[src/rtl/stb_pkg.sv]
// shared types, codes and constants of the software timer bank
`default_nettype none

package stb_pkg;

	localparam int NUM_TIMERS_DEF = 8;
	localparam int MAX_RESULTS    = 8;
	localparam int NEXP_W         = $clog2(MAX_RESULTS);
	localparam int MS_PER_SEC     = 1000;
	localparam int MS_W           = 10;
	localparam int SEC_W          = 32;
	localparam int TICK_W         = 16;
	localparam int QDEPTH         = 2;

	// operation codes
	localparam logic [2:0] OP_TICK    = 3'd0;
	localparam logic [2:0] OP_ALLOC   = 3'd1;
	localparam logic [2:0] OP_SET     = 3'd2;
	localparam logic [2:0] OP_REMOVE  = 3'd3;
	localparam logic [2:0] OP_ENABLE  = 3'd4;
	localparam logic [2:0] OP_DISABLE = 3'd5;

	// status codes
	localparam logic [1:0] STAT_OK      = 2'd0;
	localparam logic [1:0] STAT_ERROR   = 2'd1;
	localparam logic [1:0] STAT_NO_FREE = 2'd2;

	// classified command as it waits in the queue
	typedef struct packed {
		logic [2:0]        op;
		logic              op_known;
		logic [7:0]        idx;
		logic              in_range;
		logic [TICK_W-1:0] ticks;
		logic              autor;
		logic              start;
	} cmd_t;

	// one result word
	typedef struct packed {
		logic [1:0]       status;
		logic [2:0]       index;
		logic             expired;
		logic             last;
		logic [MS_W-1:0]  ms;
		logic [SEC_W-1:0] sec;
	} res_t;

endpackage

`default_nettype wire

[src/rtl/software_timer_bank_top.sv]
// top level of the software timer bank
`default_nettype none

// Bank of NUM_TIMERS countdown timers with a running millisecond/seconds clock.
// Each input word carries one operation in s_tuser: tick, allocate, set, remove,
// enable or disable. Words are classified by a front end and wait in a two-entry
// command queue, so the input keeps flowing, until the queue is full, while the
// back end works or while a result word waits on m_tready. Allocate, set, remove,
// enable and disable each give one result word from the back end. A tick leaves
// the queue, then the decrement state decrements the enabled timers and advances
// the clock, then the scan state checks the slots one per cycle while m_tready
// does not hold a result word back, giving one word per expired timer in index
// order (at most eight per tick; the rest are reported on a later tick), or one
// word with the expired flag clear if none expired. m_tlast marks the final word
// caused by one input word. The clock wraps milliseconds at 1000 and seconds
// modulo 2^32.

module software_timer_bank_top #(
	parameter int NUM_TIMERS = stb_pkg::NUM_TIMERS_DEF
) (
	input  wire logic        clk,
	input  wire logic        arst_n,
	// input words
	input  wire logic        s_tvalid,
	output logic             s_tready,
	// [7:0] timer_index, [23:8] tick_count, [24] auto_reload, [25] start_enabled,
	// [31:26] zero
	input  wire logic [31:0] s_tdata,
	// [2:0] operation
	input  wire logic [2:0]  s_tuser,
	// result words
	output logic             m_tvalid,
	input  wire logic        m_tready,
	// [1:0] status, [4:2] result_index, [14:5] milliseconds, [46:15] seconds,
	// [47] zero
	output logic [47:0]      m_tdata,
	// [0] expired
	output logic             m_tuser,
	output logic             m_tlast
);
	import stb_pkg::*;

	cmd_t push_cmd;
	cmd_t q_cmd;
	res_t res;
	logic push;
	logic q_full;
	logic q_valid;
	logic pop;

	// classify incoming words
	stb_front #(
		.NUM_TIMERS(NUM_TIMERS)
	) u_front (
		.s_tvalid(s_tvalid),
		.s_tready(s_tready),
		.s_tdata (s_tdata),
		.s_tuser (s_tuser),
		.q_full  (q_full),
		.push    (push),
		.cmd     (push_cmd)
	);

	// decouples the front end from the slot scan
	stb_queue u_queue (
		.clk     (clk),
		.arst_n  (arst_n),
		.push    (push),
		.push_cmd(push_cmd),
		.full    (q_full),
		.pop     (pop),
		.q_valid (q_valid),
		.q_cmd   (q_cmd)
	);

	// timer slots, clock and result register
	stb_back #(
		.NUM_TIMERS(NUM_TIMERS)
	) u_back (
		.clk      (clk),
		.arst_n   (arst_n),
		.q_valid  (q_valid),
		.q_cmd    (q_cmd),
		.pop      (pop),
		.out_valid(m_tvalid),
		.out_ready(m_tready),
		.out_res  (res)
	);

	// pack the result word
	assign m_tdata = {1'b0, res.sec, res.ms, res.index, res.status};
	assign m_tuser = res.expired;
	assign m_tlast = res.last;

endmodule

`default_nettype wire

[src/rtl/stb_front.sv]
// front end: accepts input words and classifies them into commands
`default_nettype none

module stb_front #(
	parameter int NUM_TIMERS = stb_pkg::NUM_TIMERS_DEF
) (
	input  wire logic        s_tvalid,
	output logic             s_tready,
	input  wire logic [31:0] s_tdata,
	input  wire logic [2:0]  s_tuser,
	input  wire logic        q_full,
	output logic             push,
	output stb_pkg::cmd_t    cmd
);
	import stb_pkg::*;

	assign s_tready = !q_full;
	assign push     = s_tvalid && !q_full;

	always_comb begin
		cmd.op       = s_tuser;
		cmd.op_known = (s_tuser inside {OP_TICK, OP_ALLOC, OP_SET, OP_REMOVE, OP_ENABLE,
			OP_DISABLE});
		cmd.idx      = s_tdata[7:0];
		cmd.in_range = {1'b0, s_tdata[7:0]} < 9'(NUM_TIMERS);
		cmd.ticks    = s_tdata[23:8];
		cmd.autor    = s_tdata[24];
		cmd.start    = s_tdata[25];
	end

endmodule

`default_nettype wire

[src/rtl/stb_queue.sv]
// short command queue between front end and execution back end
`default_nettype none

module stb_queue (
	input  wire logic          clk,
	input  wire logic          arst_n,
	input  wire logic          push,
	input  wire stb_pkg::cmd_t push_cmd,
	output logic               full,
	input  wire logic          pop,
	output logic               q_valid,
	output stb_pkg::cmd_t      q_cmd
);
	import stb_pkg::*;

	localparam int PTR_W = (QDEPTH > 1) ? $clog2(QDEPTH) : 1;
	localparam int CNT_W = $clog2(QDEPTH + 1);

	cmd_t             entry_q [QDEPTH];
	logic [PTR_W-1:0] wr_ptr_q;
	logic [PTR_W-1:0] rd_ptr_q;
	logic [CNT_W-1:0] count_q;

	assign full    = count_q == CNT_W'(QDEPTH);
	assign q_valid = count_q != '0;
	assign q_cmd   = entry_q[rd_ptr_q];

	always_ff @(posedge clk) begin
		if (push) begin
			entry_q[wr_ptr_q] <= push_cmd;
		end
	end

	always_ff @(posedge clk or negedge arst_n) begin
		if (!arst_n) begin
			wr_ptr_q <= '0;
			rd_ptr_q <= '0;
			count_q  <= '0;
		end else begin
			if (push) begin
				wr_ptr_q <= (wr_ptr_q == PTR_W'(QDEPTH - 1)) ? '0 : wr_ptr_q + 1'b1;
			end
			if (pop) begin
				rd_ptr_q <= (rd_ptr_q == PTR_W'(QDEPTH - 1)) ? '0 : rd_ptr_q + 1'b1;
			end
			case ({push, pop})
				2'b10:   count_q <= count_q + 1'b1;
				2'b01:   count_q <= count_q - 1'b1;
				default: count_q <= count_q;
			endcase
		end
	end

endmodule

`default_nettype wire

[src/rtl/stb_back.sv]
// back end: timer slots, running clock, tick scan and result register
`default_nettype none

module stb_back #(
	parameter int NUM_TIMERS = stb_pkg::NUM_TIMERS_DEF
) (
	input  wire logic          clk,
	input  wire logic          arst_n,
	input  wire logic          q_valid,
	input  wire stb_pkg::cmd_t q_cmd,
	output logic               pop,
	output logic               out_valid,
	input  wire logic          out_ready,
	output stb_pkg::res_t      out_res
);
	import stb_pkg::*;

	localparam int IDX_W = (NUM_TIMERS > 1) ? $clog2(NUM_TIMERS) : 1;

	localparam logic [1:0] ST_IDLE = 2'd0;
	localparam logic [1:0] ST_DEC  = 2'd1;
	localparam logic [1:0] ST_SCAN = 2'd2;

	logic [NUM_TIMERS-1:0] valid_q;
	logic [NUM_TIMERS-1:0] en_q;
	logic [NUM_TIMERS-1:0] auto_q;
	logic [TICK_W-1:0]     reload_q [NUM_TIMERS];
	logic [TICK_W-1:0]     count_q  [NUM_TIMERS];
	logic [MS_W-1:0]       ms_q;
	logic [SEC_W-1:0]      sec_q;
	logic [1:0]            state_q;
	logic [IDX_W-1:0]      scan_q;
	logic [NEXP_W-1:0]     nexp_q;
	logic                  out_valid_q;
	res_t                  out_q;

	logic [NUM_TIMERS-1:0] flag;
	logic [NUM_TIMERS-1:0] reload_nz;
	logic [NUM_TIMERS-1:0] above;
	logic                  any_above;
	logic                  hit;
	logic                  free_found;
	logic [IDX_W-1:0]      free_idx;
	logic [IDX_W-1:0]      cmd_slot;
	logic                  out_free;
	logic                  exec;
	logic                  scan_step;
	logic                  emit_last;
	logic                  load;
	res_t                  load_res;
	logic [7:0]            scan_wide;
	logic [7:0]            free_wide;

	assign cmd_slot  = q_cmd.idx[IDX_W-1:0];
	assign out_free  = !out_valid_q || out_ready;
	assign scan_wide = 8'(scan_q);
	assign free_wide = 8'(free_idx);

	// per-slot expiry flags and first free slot
	always_comb begin
		free_found = 1'b0;
		free_idx   = '0;
		for (int i = 0; i < NUM_TIMERS; i++) begin
			flag[i]      = en_q[i] && (count_q[i] == '0);
			reload_nz[i] = reload_q[i] != '0;
			above[i]     = flag[i] && (IDX_W'(i) > scan_q);
		end
		for (int i = NUM_TIMERS - 1; i >= 0; i--) begin
			if (!valid_q[i]) begin
				free_found = 1'b1;
				free_idx   = IDX_W'(i);
			end
		end
	end

	assign any_above = |above;
	assign hit       = flag[scan_q];
	assign emit_last = !any_above || (nexp_q == NEXP_W'(MAX_RESULTS - 1));

	assign exec      = (state_q == ST_IDLE) && q_valid && (q_cmd.op != OP_TICK) && out_free;
	assign pop       = (state_q == ST_IDLE) && q_valid && ((q_cmd.op == OP_TICK) || out_free);
	assign scan_step = (state_q == ST_SCAN) && out_free;

	// result of a command or a scan step
	always_comb begin
		load              = 1'b0;
		load_res.status   = STAT_OK;
		load_res.index    = 3'd0;
		load_res.expired  = 1'b0;
		load_res.last     = 1'b1;
		load_res.ms       = ms_q;
		load_res.sec      = sec_q;
		if (exec) begin
			load = 1'b1;
			case (q_cmd.op)
				OP_ALLOC: begin
					if (free_found) begin
						load_res.index = free_wide[2:0];
					end else begin
						load_res.status = STAT_NO_FREE;
					end
				end
				OP_SET: begin
					load_res.index  = q_cmd.idx[2:0];
					load_res.status = (q_cmd.in_range && valid_q[cmd_slot]) ? STAT_OK : STAT_ERROR;
				end
				OP_ENABLE: begin
					load_res.index  = q_cmd.idx[2:0];
					load_res.status = (q_cmd.in_range && reload_nz[cmd_slot]) ?
						STAT_OK : STAT_ERROR;
				end
				OP_REMOVE, OP_DISABLE: begin
					load_res.index  = q_cmd.idx[2:0];
					load_res.status = q_cmd.in_range ? STAT_OK : STAT_ERROR;
				end
				default: begin
					load_res.status = STAT_ERROR;
				end
			endcase
		end else if (scan_step) begin
			if (hit) begin
				load             = 1'b1;
				load_res.index   = scan_wide[2:0];
				load_res.expired = 1'b1;
				load_res.last    = emit_last;
			end else if (!any_above && nexp_q == '0) begin
				// tick without expiry
				load = 1'b1;
			end
		end
	end

	// slot state and clock
	always_ff @(posedge clk or negedge arst_n) begin
		if (!arst_n) begin
			valid_q <= '0;
			en_q    <= '0;
			auto_q  <= '0;
			for (int i = 0; i < NUM_TIMERS; i++) begin
				reload_q[i] <= '0;
				count_q[i]  <= '0;
			end
			ms_q    <= '0;
			sec_q   <= '0;
			state_q <= ST_IDLE;
			scan_q  <= '0;
			nexp_q  <= '0;
		end else begin
			case (state_q)
				ST_IDLE: begin
					if (pop && q_cmd.op == OP_TICK) begin
						state_q <= ST_DEC;
					end
				end
				ST_DEC: begin
					for (int i = 0; i < NUM_TIMERS; i++) begin
						if (en_q[i] && count_q[i] != '0) begin
							count_q[i] <= count_q[i] - 1'b1;
						end
					end
					if (ms_q == MS_W'(MS_PER_SEC - 1)) begin
						ms_q  <= '0;
						sec_q <= sec_q + 1'b1;
					end else begin
						ms_q <= ms_q + 1'b1;
					end
					scan_q  <= '0;
					nexp_q  <= '0;
					state_q <= ST_SCAN;
				end
				ST_SCAN: begin
					if (scan_step) begin
						if (hit) begin
							for (int i = 0; i < NUM_TIMERS; i++) begin
								if (IDX_W'(i) == scan_q) begin
									if (auto_q[i]) begin
										count_q[i] <= reload_q[i];
									end else begin
										en_q[i] <= 1'b0;
									end
								end
							end
							nexp_q <= nexp_q + 1'b1;
							if (emit_last) begin
								state_q <= ST_IDLE;
							end else begin
								scan_q <= scan_q + 1'b1;
							end
						end else if (!any_above) begin
							state_q <= ST_IDLE;
						end else begin
							scan_q <= scan_q + 1'b1;
						end
					end
				end
				default: begin
					state_q <= ST_IDLE;
				end
			endcase

			if (exec) begin
				for (int i = 0; i < NUM_TIMERS; i++) begin
					case (q_cmd.op)
						OP_ALLOC: begin
							if (free_found && IDX_W'(i) == free_idx) begin
								valid_q[i]  <= 1'b1;
								en_q[i]     <= 1'b0;
								auto_q[i]   <= 1'b0;
								reload_q[i] <= '0;
								count_q[i]  <= '0;
							end
						end
						OP_SET: begin
							if (q_cmd.in_range && IDX_W'(i) == cmd_slot && valid_q[i]) begin
								reload_q[i] <= q_cmd.ticks;
								count_q[i]  <= q_cmd.ticks;
								auto_q[i]   <= q_cmd.autor;
								en_q[i]     <= q_cmd.start;
							end
						end
						OP_REMOVE: begin
							if (q_cmd.in_range && IDX_W'(i) == cmd_slot) begin
								valid_q[i]  <= 1'b0;
								en_q[i]     <= 1'b0;
								reload_q[i] <= '0;
								count_q[i]  <= '0;
							end
						end
						OP_ENABLE: begin
							if (q_cmd.in_range && IDX_W'(i) == cmd_slot && reload_nz[i]) begin
								en_q[i]    <= 1'b1;
								count_q[i] <= reload_q[i];
							end
						end
						OP_DISABLE: begin
							if (q_cmd.in_range && IDX_W'(i) == cmd_slot) begin
								en_q[i] <= 1'b0;
							end
						end
						default: begin
						end
					endcase
				end
			end
		end
	end

	// result register
	always_ff @(posedge clk or negedge arst_n) begin
		if (!arst_n) begin
			out_valid_q <= 1'b0;
		end else if (load) begin
			out_valid_q <= 1'b1;
		end else if (out_ready) begin
			out_valid_q <= 1'b0;
		end
	end

	always_ff @(posedge clk) begin
		if (load) begin
			out_q <= load_res;
		end
	end

	assign out_valid = out_valid_q;
	assign out_res   = out_q;

`ifndef ASSERT_OFF
	a_dec_then_scan: assert property (@(posedge clk) disable iff (!arst_n)
		state_q == ST_DEC |=> state_q == ST_SCAN)
		else $error("decrement step not followed by scan");

	a_last_ends_scan: assert property (@(posedge clk) disable iff (!arst_n)
		(scan_step && hit && emit_last) |=> state_q == ST_IDLE)
		else $error("scan continued after final expiry");

	a_ms_range: assert property (@(posedge clk) disable iff (!arst_n)
		ms_q < MS_W'(MS_PER_SEC))
		else $error("millisecond count out of range");

	a_expired_ok: assert property (@(posedge clk) disable iff (!arst_n)
		(out_valid_q && out_q.expired) |-> (out_q.status == STAT_OK))
		else $error("expiry word with non-ok status");
`endif

endmodule

`default_nettype wire
[config.mk]
export PLATFORM = sky130hd
export DESIGN_NAME = software_timer_bank_top
export DESIGN_NICKNAME = d
export VERILOG_FILES = /design/src/rtl/stb_pkg.sv /design/src/rtl/software_timer_bank_top.sv /design/src/rtl/stb_front.sv /design/src/rtl/stb_queue.sv /design/src/rtl/stb_back.sv
export SDC_FILE = /design/constraint.sdc
export NUM_CORES = 1
export LEC_CHECK = 0
export BUFFER_PORTS_ARGS = -buffer_cell sky130_fd_sc_hd__clkbuf_2
export CORE_ASPECT_RATIO = 1.4
export CORE_MARGIN = 3
export CORE_UTILIZATION = 52
export CTS_CLUSTER_DIAMETER = 200
export CTS_CLUSTER_SIZE = 10
export DETAILED_ROUTE_END_ITERATION = 10
export GPL_ROUTABILITY_DRIVEN = 1
export PLACE_DENSITY = 0.72
export SYNTH_ARGS = -nofsm -noshare
export SYNTH_HDL_FRONTEND = slang
export SYNTH_SLANG_ARGS = --single-unit
[constraint.sdc]
create_clock -name clk -period 5.9 [get_ports clk]
set_input_delay 1.18 -clock clk [delete_from_list [all_inputs] [get_ports clk]]
set_output_delay 1.18 -clock clk [all_outputs]
set_load 0.01 [all_outputs]
; After elaboration in Yosys (flattened, before gate mapping)
; Memory sizes are Yosys's and may differ from the RTL's.
; Cells that the tools add are included.
[op_classes]
n_bitwise = 2
n_addsub = 16
muxes = 266
eq_ne = 69
n_lt_le_gt_ge = 11
reduce_logical = 145
[ops]
columns = operator, count
row1 = 2-to-1 mux 16 bit, 80
row2 = case mux 16 bit (4 select lines), 8
row3 = 2-to-1 mux 128 bit, 3
row4 = case mux 16 bit (3 select lines), 8
row5 = case mux 128 bit (2 select lines), 1
row6 = nonzero test 16 bit, 16
row7 = logical NOT 16 bit, 8
row8 = subtractor 16 x 1 -> 16 bit (second input constant), 8
row9 = 2-to-1 mux 1 bit, 104
row10 = AND reduction 4 bit, 18
row11 = logical AND 1 bit, 66
row12 = != test 2 x 1 -> 1 bit (second input constant), 26
row13 = 2-to-1 mux 3 bit, 16
row14 = AND reduction 5 bit, 8
row15 = equality test 3 bit (first input constant), 12
row16 = adder 32 x 1 -> 32 bit (second input constant), 1
row17 = 2-to-1 mux 8 bit, 4
row18 = case mux 1 bit (2 select lines), 16
row19 = case mux 1 bit (4 select lines), 8
row20 = equality test 2 x 3 -> 1 bit (first input constant), 6
row21 = logical NOT 3 bit, 6
row22 = case mux 3 bit (2 select lines), 3
row23 = equality test 3 bit (second input constant), 5
row24 = equality test 3 x 2 -> 1 bit (second input constant), 4
row25 = other kinds (38), 74
[totals]
ff_bits = 384
inputBits = 39
output_inout_bits = 52
n_memories = 1
mem_bits_rw = 62
[mem_list]
columns = memory, depth, word_bits, rd, rd_ports_with_merged_regs, write_ports, line_no
row1 = u_queue.entry_q, 2, 31, 1, 0, 1, stb_queue.sv:19  ; cmd_t entry_q [QDEPTH];

; Logic depth before layout (Yosys ltp)
; Gate-level depths: netlist of run 1.
[logic_depth]
word_depth = 13
ltp_mapped = 12
depth_no_buf = 9

; Cells and area by module
; A second synthesis of run 1 with hierarchy kept.
[unflattened]
cells_unflattened = 2648
hier_area_um2 = 25201.7
[by_module_without_submodules]
columns = mod, cells_per_inst, seq_area_each_um2, n_inst, area_each_um2
row1 = stb_back, 2499, 9754.4, 1, 22370.2
row2 = stb_queue, 113, 1961.9, 1, 2577.5
row3 = stb_front, 34, 0.0, 1, 242.7
row4 = software_timer_bank_top, 2, 0.0, 1, 11.3

; Worst setup path after synthesis of run 1
; Ideal clock, no wire load.
[synth_path]
path_kind = flip-flop to flip-flop
startpoint = register u_back.count_q[1] (netlist bit)
endpoint = register u_back.out_q (netlist bit u_back.out_res[0]) (enable)
synth_period_minus_slack_ns = 6.154
setup_slack_ns = -0.254
n_path_buf = 2
stages_incl_launch_ff = 12
arrival_time_ns = 5.630
cell_sequence = dfrtp_1 -> inv_1 -> ha_1 -> nor4b_1 -> nand4_1 -> o211ai_1 -> o211ai_2 -> buf_6 -> buf_2 -> nor3_1 -> a31oi_1 -> o21ai_0
[synth_between]
elab_chain_len = 10
word_cells_on_any_way = 12
classes_between = mux: 6 / reduce/logical: 6
[synth_lines]
columns = item, line_no
row1 = start: declaration, stb_back.sv:28  ; logic [TICK_W-1:0] count_q [NUM_TIMERS];
row2 = start signal: indexed assignment, stb_back.sv:158  ; count_q[i] <= count_q[i] - 1'b1;
row3 = start signal: indexed assignment, stb_back.sv:177  ; count_q[i] <= reload_q[i];
row4 = start signal: indexed assignment, stb_back.sv:216  ; count_q[i] <= q_cmd.ticks;
row5 = logical NOT 16 bit *, stb_back.sv:64  ; flag[i] = en_q[i] && (count_q[i] == '0);
row6 = logical AND 1 bit *, stb_back.sv:64
row7 = logical AND 1 bit, stb_back.sv:66  ; above[i] = flag[i] && (IDX_W'(i) > scan_q);
row8 = OR reduction 8 bit, stb_back.sv:76  ; assign any_above = |above;
row9 = logical NOT 1 bit, stb_back.sv:126  ; end else if (!any_above && nexp_q == '0) begin
row10 = logical AND 1 bit, stb_back.sv:126
row11 = 2-to-1 mux 1 bit, stb_back.sv:126
row12 = 2-to-1 mux 1 bit *, stb_back.sv:121  ; if (hit) begin
row13 = 2-to-1 mux 1 bit *, stb_back.sv:120  ; end else if (scan_step) begin
row14 = 2-to-1 mux 1 bit *, stb_back.sv:93  ; if (exec) begin
row15 = net u_back.load, stb_back.sv:49  ; logic load;
row16 = end signal: assignment, stb_back.sv:261  ; out_q <= load_res;
row17 = end: declaration, stb_back.sv:35  ; res_t out_q;
; Mark *: on every way through the listed nets, which the timed path passes. The rest lies on a longest branch. The select of a mux whose other input is x is not followed.
; A chain may end at the register's enable or synchronous reset.

; Worst setup path in the final report of run 1
[layout_path]
startpoint = register u_queue.rd_ptr_q
endpoint = register u_back.reload_q[39] (netlist bit)
[layout_between]
elab_chain_len = 6
word_cells_on_any_way = 17
classes_between = eq/ne: 7 / mux: 2 / reduce/logical: 7 / memory: 1
[layout_lines]
columns = item, line_no
row1 = start: declaration, stb_queue.sv:21  ; logic [PTR_W-1:0] rd_ptr_q;
row2 = start signal: assignment, stb_queue.sv:44  ; rd_ptr_q <= (rd_ptr_q == PTR_W'(QDEPTH - 1)) ? '0 : rd_ptr_q + 1'b1;
row3 = memory read (2 x 31 bit) *, n/a
row4 = equality test 3 bit, "stb_back.sv:214, stb_back.sv:222"
row5 = logical AND 1 bit, "stb_back.sv:214, stb_back.sv:222"
row6 = logical AND 1 bit, stb_back.sv:214  ; if (q_cmd.in_range && IDX_W'(i) == cmd_slot && valid_q[i]) begin
row7 = != test 2 x 1 -> 1 bit (no line), n/a
row8 = AND reduction 5 bit (no line), n/a
row9 = end signal: indexed assignment, stb_back.sv:215  ; reload_q[i] <= q_cmd.ticks;
row10 = end: declaration, stb_back.sv:27  ; logic [TICK_W-1:0] reload_q [NUM_TIMERS];
; Mark *: on every way between the ends. The rest lies on a longest branch, timed or not. The select of a mux whose other input is x is not followed.

==> results of run 1 <==
-- cells by family (layout without fill, tap and decap cells) --
logic type                 Yosys count  in the layout
AOI/OAI and AO/OA                  925            925
xor gates and xnor gates            81             81
adders and majority gates           21             21
buffers and inverters              264            290
DFF                                434            434
muxes                              139            139
other                                1              6
and+or+nand+nor                   1064           1064
-- power by group through the flow --
stage | Combinational (W) | Clock (W) | Sequential [W]
finish | 0.00620 | 0.00280 | 0.00459
global route | 0.00647 | 0.00295 | 0.00467
CTS | 0.00598 | 0.00284 | 0.00455
detailed placement | 0.00596 | 0 | 0.00460
global placement | 0.00586 | 0 | 0.00456
floorplan | 0.00379 | 0 | 0.00442
-- synth_stat cells (10+ instances only) --
library cell | count | share of area [%]
and2_1 | 35 | 0.81
o221ai_1 | 19 | 0.62
nor3b_1 | 17 | 0.47
dfrtp_1 | 335 | 31
a22oi_1 | 121 | 3.4
inv_1 | 51 | 0.71
a221oi_1 | 11 | 0.36
a211oi_1 | 15 | 0.42
o21a_1 | 13 | 0.36
and3_1 | 64 | 1.5
a32oi_1 | 20 | 0.65
a22o_1 | 44 | 1.4
a31oi_1 | 44 | 1.0
o211ai_1 | 61 | 1.7
mux2i_1 | 20 | 0.74
nor4_1 | 64 | 1.5
nor2_1 | 208 | 2.9
clkbuf_1 | 157 | 2.2
nor3_1 | 88 | 1.6
a32o_1 | 10 | 0.37
o21ai_1 | 10 | 0.19
nand4_1 | 38 | 0.88
nand2b_1 | 20 | 0.46
o22ai_1 | 60 | 1.4
edfxtp_1 | 99 | 11
buf_2 | 35 | 0.65
o21ai_0 | 259 | 4.8
mux2_2 | 115 | 4.8
and4_1 | 10 | 0.33
xnor2_1 | 41 | 1.3
or2_2 | 14 | 0.33
ha_1 | 21 | 0.98
nand3_1 | 129 | 2.4
nor2b_1 | 11 | 0.26
a21oi_1 | 75 | 1.4
or4_1 | 10 | 0.28
nand2_1 | 265 | 3.7
xor2_1 | 40 | 1.3
o31ai_1 | 22 | 0.61
or3_1 | 25 | 0.58
o41ai_1 | 16 | 0.52
-- through the flow --
| step | cell area, sq um | hold slack (ns) |
|---|---|---|
| after floorplan | 26920 | 0.4249 |
| after global placement | 27990 | 0.4330 |
| after detailed placement | 27990 | 0.4496 |
| after CTS | 29350 | 0.4562 |
| after global routing | 29350 | 0.4641 |
| final | 29370 | 0.4553 |
-- area by class of cell --
class	count	area, sq um	area share (%)
Inverter	52	195.2	0.6647
Clock inverter	2	17.52	0.05965
Multi-Input combinational cell	2231	14550	49.54
Timing Repair Buffer	166	1074	3.656
Sequential cell	434	11360	38.67
Antenna cell	5	12.51	0.04261
Clock buffer	70	1348	4.589
Tap cell	650	813.3	2.769
-- per-layer routing --
metal  routed length, um  global-route usage, %
met5                   0                      0
met2               45550                  56.21
met1               36300                  45.30
met3               11930                  8.718
met4                8200                  26.00
-- flip-flops by register name (all words and copies together), names as in the netlist, 8 cells and up --
register and flops:
u_queue.entry_q 50, u_back.sec_q 32, u_back.count_q 128, u_back.en_q 8, u_back.auto_q 8, u_back.valid_q 8
u_back.out_res 49, u_back.reload_q 128, u_back.ms_q 10
-- worst min-delay path by stage --
stage | endpoint | start
after floorplan | u_back.out_res[24]$_DFFE_PP_ | u_back.sec_q[24]$_DFFE_PN0P_
after global placement | u_back.out_res[24]$_DFFE_PP_ | u_back.sec_q[24]$_DFFE_PN0P_
after detailed placement | u_back.out_res[24]$_DFFE_PP_ | u_back.sec_q[24]$_DFFE_PN0P_
after CTS | u_back.out_res[24]$_DFFE_PP_ | u_back.sec_q[24]$_DFFE_PN0P_
after global routing | u_back.out_res[24]$_DFFE_PP_ | u_back.sec_q[24]$_DFFE_PN0P_
final | u_back.out_res[24]$_DFFE_PP_ | u_back.sec_q[24]$_DFFE_PN0P_
==> impl_metrics.sql, run 1 <==
INSERT INTO impl_metrics (metric_group, metric, value, unit) VALUES
('flow_run', 'cap_violations', '0', ''),
('timing', 'finalMaxSlewViolations', '0', ''),
('placement', 'placer_congestion', '1.001', ''),
('global_routing', 'via_count_of_the_first_global_routing_pass', '25120', ''),
('yosys', 'ys_ff_latch', '434', ''),
('clock_tree', 'cts-root-to-sink-buffers', '3', ''),
('setup_path', 'timing.critical_path.max_delay_family', 'simple AND/OR/NAND/NOR gates', ''),
('setup_path', 'critPathRequiredTime', '6.38', 'ns'),
('placement', 'port-buffer-count', '83', ''),
('power_and_ir_drop', 'comb_power_share', '45.6', '%'),
('clock_tree', 'htreeDepth', '2', ''),
('clock_tree', 'root_buffer', 'clkbuf_16', ''),
('yosys', 'synth-simple-area-share', '20.45', '%'),
('floorplanning', 'die_area', '0.05458', 'sq mm'),
('detailed_routing', 'drt_drc_violations_left', '0', ''),
('final_layout', 'final_cells', '3610', ''),
('timing', 'setup-tns-final', '0', 'ns'),
('global_routing', 'grt_max_degree', '145', ''),
('floorplanning', 'die_width', '198.3', 'um'),
('setup_path', 'reg2reg_capture_point', 'u_back.reload_q[39]$_DFFE_PN0P_', ''),
('timing', 'final_hold_viol_count', '0', ''),
('timing', 'relSlewSlack', '10.16', '%'),
('worst_hold_path', 'min-delay-path-class', 'reg2reg', ''),
('placement', 'placed_wire_length_estimate', '65380', 'um'),
('floorplanning', 'io_pins', '91', ''),
('yosys', 'synthCells', '2929', ''),
('power_and_ir_drop', 'intPower', '0.007181', 'W'),
('setup_path', 'r2r_setup_slack', '1.54', 'ns'),
('yosys', 'syn-num-nets', '2989', ''),
('final_layout', 'layout.filler_cells', '4406', ''),
('setup_path', 'critPathCapture', 'u_back.reload_q[39]$_DFFE_PN0P_', ''),
('timing', 'post-route-period-util', '73.90', '%'),
('power_and_ir_drop', 'seqPwrFrac', '33.8', '%'),
('detailed_routing', 'first_pass_iters', '8', ''),
('yosys', 'post_synth_xor_area_fraction', '2.635', '%'),
('detailed_routing', 'totalWireLength', '102000', 'um'),
('yosys', 'async_flop_share', '77.19', '%'),
('setup_path', 'setup.worst_path.class', 'reg2reg', ''),
('global_routing', 'grt_overflow', '0', ''),
('timing', 'final-setup-viol-count', '0', ''),
('final_layout', 'layout-area-overhead-vs-synth', '9.077', '%'),
('final_layout', 'post_route_cells_drive_above_1_share', '13.87', '%'),
('power_and_ir_drop', 'power.total', '0.01359', 'W'),
('timing', 'finalClockSkew', '0.03128', 'ns'),
('setup_path', 'reg2reg_from', 'u_queue.rd_ptr_q$_DFFE_PN0P_', ''),
('yosys', 'post_synth_num_cell_types', '109', ''),
('floorplanning', 'die_height', '275.2', 'um'),
('setup_path', 'cp-end-kind', 'flop', ''),
('setup_path', 'cp.arrival', '4.84', 'ns'),
('power_and_ir_drop', 'netSwitchingFraction', '47.18', '%'),
('yosys', 'synth-edff-count', '99', ''),
('setup_path', 'cp_num_buf_inv', '0', ''),
('yosys', 'dominantRegCellSynth', 'dfrtp_1', ''),
('setup_path', 'critical_path.max_fanout', '51', ''),
('status', 'status', 'finished, final reports clean', ''),
('detailed_routing', 'via_count', '26190', ''),
('clock_tree', 'cts_bufs_inserted', '49', ''),
('setup_path', 'timing.critical_path.slowest_stage_cell', 'dfrtp_2', ''),
('timing', 'tightest_slew', '1.330', 'ns'),
('floorplanning', 'fp.coreArea', '0.05113', 'sq mm'),
('detailed_routing', 'detail_route.vias_per_cell', '7.254', ''),
('timing', 'final_critical_delay_including_setup_and_external_delays', '4.360', 'ns'),
('yosys', 'synth_seq_area_share', '42.18', '%'),
('placement', 'pre_cts_ws', '1.644', 'ns'),
('setup_path', 'worstPathCellList', 'and3b_1, a2bb2oi_1, and2_1, o22ai_1, nor2_2, mux2_2', ''),
('global_routing', 'wire_length_of_the_first_global_routing_pass', '152500', 'um'),
('clock_tree', 'cts.reportedPaths.clkPinSlew', '0.06', 'ns'),
('detailed_routing', 'drt_wl_cell', '28.25', 'um'),
('setup_path', 'crit_path_start', 'u_queue.rd_ptr_q$_DFFE_PN0P_', ''),
('setup_path', 'worstSetupStartpointType', 'flop', ''),
('final_layout', 'final_common_cell', 'dfrtp_1', '');
Power figures use the tool's default switching activity.
==> run 2: changes to the inputs <==
==> constraint.sdc (replaced) <==
create_clock -name clk -period 3.59 [get_ports clk]
set_input_delay 0.718 -clock clk [delete_from_list [all_inputs] [get_ports clk]]
set_output_delay 0.718 -clock clk [all_outputs]
set_load 0.01 [all_outputs]
==> run 2 against run 1 <==
Fmax is 28% higher. Die area stayed put. Worst setup slack worse by 1.4 ns. First-iteration DRC count is 0.68% higher. Power is 70% higher. Sequential power is 63% higher. Count of clock-buffer cells in the layout is 1 higher. Core utilization is 1.9 points higher. Clock power is 64% higher. Design area is 3.2% higher. Largest cell class unchanged.
==> impl_metrics.sql, run 2 (synthesis results as in run 1) <==
INSERT INTO impl_metrics (metric_group, metric, value, unit) VALUES
('timing', 'final_hold_viol_count', '0', ''),
('placement', 'pre_cts_ws', '0.2015', 'ns'),
('final_layout', 'layout.filler_cells', '4456', ''),
('timing', 'final_critical_delay_including_setup_and_external_delays', '3.417', 'ns'),
('timing', 'relSlewSlack', '22.56', '%'),
('global_routing', 'number_of_antenna_violations_at_the_first_check_in_global_routing', '4', ''),
('timing', 'finalClockSkew', '0.02465', 'ns'),
('global_routing', 'wire_length_of_the_first_global_routing_pass', '156900', 'um'),
('power_and_ir_drop', 'vdd.ir_drop.worst', '0.5908', 'mV'),
('final_layout', 'mostFrequentLayoutCells', '334 x dfrtp_1, 265 x nand2_1, 258 x o21ai_0', ''),
('detailed_routing', 'drt_first_iter_violations', '3691', ''),
('global_routing', 'grtUsageMet3', '9.267', '%'),
('floorplanning', 'die_width', '198.3', 'um'),
('floorplanning', 'die_height', '275.2', 'um'),
('placement', 'port-buffer-count', '83', ''),
('clock_tree', 'cts_hold_repair.buffers', '0', ''),
('global_routing', 'grt_overflow', '0', ''),
('power_and_ir_drop', 'power.clock.fraction', '19.9', '%'),
('setup_path', 'reg2reg_depth', '10', ''),
('clock_tree', 'cts.reportedPaths.clkPinSlew', '0.06', 'ns'),
('setup_path', 'cp.arrival', '3.88', 'ns'),
('timing', 'post-route-period-util', '95.18', '%'),
('flow_run', 'cap_violations', '0', ''),
('timing', 'grt_setup_unrepaired', 'false', ''),
('detailed_routing', 'via_count', '26550', ''),
('final_layout', 'final_common_cell', 'dfrtp_1', ''),
('detailed_routing', 'ant_nets', '0', ''),
('clock_tree', 'clock_insertion_delay_worst_skew', '0.61', 'ns'),
('detailed_routing', 'drt_drc_violations_left', '0', ''),
('final_layout', 'layout-area-overhead-vs-synth', '12.60', '%'),
('detailed_routing', 'drt_wl_cell', '28.00', 'um'),
('timing', 'final-setup-viol-count', '0', ''),
('clock_tree', 'cts_bufs_inserted', '49', ''),
('setup_path', 'cp-end-kind', 'flop', ''),
('power_and_ir_drop', 'power.net_switching', '0.01074', 'W'),
('global_routing', 'gr-usage-met2', '57.94', '%'),
('power_and_ir_drop', 'seqPwrFrac', '32.5', '%'),
('clock_tree', 'cts-root-to-sink-buffers', '3', ''),
('clock_tree', 'htreeDepth', '2', ''),
('clock_tree', 'post-cts-setup-buffers', '0', ''),
('power_and_ir_drop', 'power_dens_cells', '760.3', 'mW/mm^2'),
('final_layout', 'layout_top_registers', 'u_back.count_q x128, u_back.reload_q x128, u_queue.entry_q x50', ''),
('power_and_ir_drop', 'netSwitchingFraction', '46.60', '%'),
('setup_path', 'critPathRequiredTime', '4.05', 'ns'),
('global_routing', 'gr-usage-all-layers', '37.60', '%'),
('floorplanning', 'die_area', '0.05458', 'sq mm'),
('detailed_routing', 'detail_route.vias_per_cell', '7.127', ''),
('final_layout', 'nets', '3106', ''),
('global_routing', 'via_count_of_the_first_global_routing_pass', '26080', ''),
('detailed_routing', 'totalWireLength', '104300', 'um'),
('timing', 'setup-tns-final', '0', 'ns'),
('power_and_ir_drop', 'intPower', '0.01231', 'W'),
('clock_tree', 'root_buffer', 'clkbuf_16', ''),
('power_and_ir_drop', 'power.leakage', '12.32', 'nW'),
('timing', 'tightest_slew', '1.162', 'ns'),
('placement', 'placer_congestion', '1.013', ''),
('clock_tree', 'tritoncts_clock_tree', 'built', ''),
('worst_hold_path', 'min-delay-path-class', 'in2async', ''),
('floorplanning', 'io_pins', '91', ''),
('clock_tree', 'cts_repair_resize_count', '0', ''),
('floorplanning', 'floorplan.initialDensity', '52.65', '%'),
('timing', 'finalMaxSlewViolations', '0', ''),
('setup_path', 'critical_path.max_fanout', '8', ''),
('power_and_ir_drop', 'comb_power_share', '47.5', '%'),
('timing', 'fin_ws', '0.1729', 'ns'),
('global_routing', 'grt_max_degree', '73', ''),
('clock_tree', 'clock_sink_total', '434', ''),
('setup_path', 'worstSetupStartpointType', 'flop', ''),
('placement', 'placed_wire_length_estimate', '70530', 'um'),
('final_layout', 'post_route_cells_drive_above_1_share', '17.01', '%'),
('timing', 'clock.fmax', '292.6', 'MHz'),
('global_routing', 'gr-usage-met1', '46.55', '%'),
('detailed_routing', 'first_pass_iters', '6', ''),
('setup_path', 'setup.worst_path.class', 'reg2reg', ''),
('status', 'status', 'finished, final reports clean', ''),
('floorplanning', 'fp-row-count', '98', ''),
('floorplanning', 'fp.coreArea', '0.05113', 'sq mm'),
('global_routing', 'grt-busiest-layer', 'met2', '');
==> run 2: cell types whose count changed in the layout (fill, tap and decap cells not counted), sizes merged <==
cell,change
clkbuf,+1
buf,+112
diode,+2
==> run 2: power groups by stage <==
stage,Sequential (W),Combinational (W),Clock (W)
5_1_grt,0.00760,0.0115,0.00483
4_1_cts,0.00743,0.0106,0.00466
2_1_floorplan,0.00723,0.00624,0
6_report,0.00750,0.0110,0.00459
3_5_place_dp,0.00751,0.0105,0
3_3_place_gp,0.00746,0.0104,0
==> run 2: routing by layer <==
metal / share of wire (%) / wire length [um] / vias up
li1: - / - / 11430
met1: 36 / 37970 / 12800
met2: 45 / 46810 / 1856
met3: 11 / 11470 / 463
met4: 7.7 / 8050 / 2
met5: 0.012 / 13 / -
==> run 2: area by class of cell <==
type                    instances  area [sq um]  share of cell area, %
diodes                          7         17.52                0.05778
repair buffers                278          2014                  6.645
multi-input cells            2231         14550                  47.99
clock buffers                  71          1351                  4.457
flip-flops and latches        434         11360                  37.46
clock inverters                 2         17.52                0.05778
inverters                      52         195.2                 0.6439
well taps                     650         813.3                  2.683
==> run 2: worst max-delay path, stage by stage (launching register included) <==
cell and delay, ns:
dfrtp_1 0.43, inv_1 0.09, ha_1 0.20, nor4b_1 0.27, buf_4 0.17, nand4_1 0.24, o211ai_1 0.35, o211ai_2 0.26
or4_1 0.80, nand2_1 0.30, o221ai_1 0.15
==> run 2: worst paths after layout <==
kind,slack (ns),from,end
setup / recovery,0.17,u_back.count_q[1]$_DFF_PN0_,u_back.count_q[22]$_DFF_PN0_
hold / removal,0.1,arst_n,u_back.count_q[54]$_DFF_PN0_
setup reg to reg,0.17,u_back.count_q[1]$_DFF_PN0_,u_back.count_q[22]$_DFF_PN0_
hold reg to reg,0.45,u_back.sec_q[24]$_DFFE_PN0P_,u_back.out_res[24]$_DFFE_PP_
max in group asynchronous,2.60,arst_n,u_back.reload_q[3]$_DFFE_PN0P_
min in group clk,0.31,s_tdata[20],u_queue.entry_q[0][14]$_DFFE_PP_
==> run 2: per-stage QoR <==
| step | hold slack (ns) | cells | utilization, % | total power [W] | area [sq um] |
|---|---|---|---|---|---|
| 2_1_floorplan | 0.4224 | 2929 | - | 0.01347 | 26930 |
| 3_3_place_gp | 0.4329 | 3645 | 56.58 | 0.01784 | 28930 |
| 3_5_place_dp | 0.4436 | 3645 | 56.58 | 0.01804 | 28930 |
| 4_1_cts | 0.08869 | 3718 | 59.25 | 0.02267 | 30300 |
| 5_1_grt | 0.1153 | 3718 | 59.25 | 0.02388 | 30300 |
| 6_report | 0.09893 | 3725 | 59.29 | 0.02305 | 30320 |
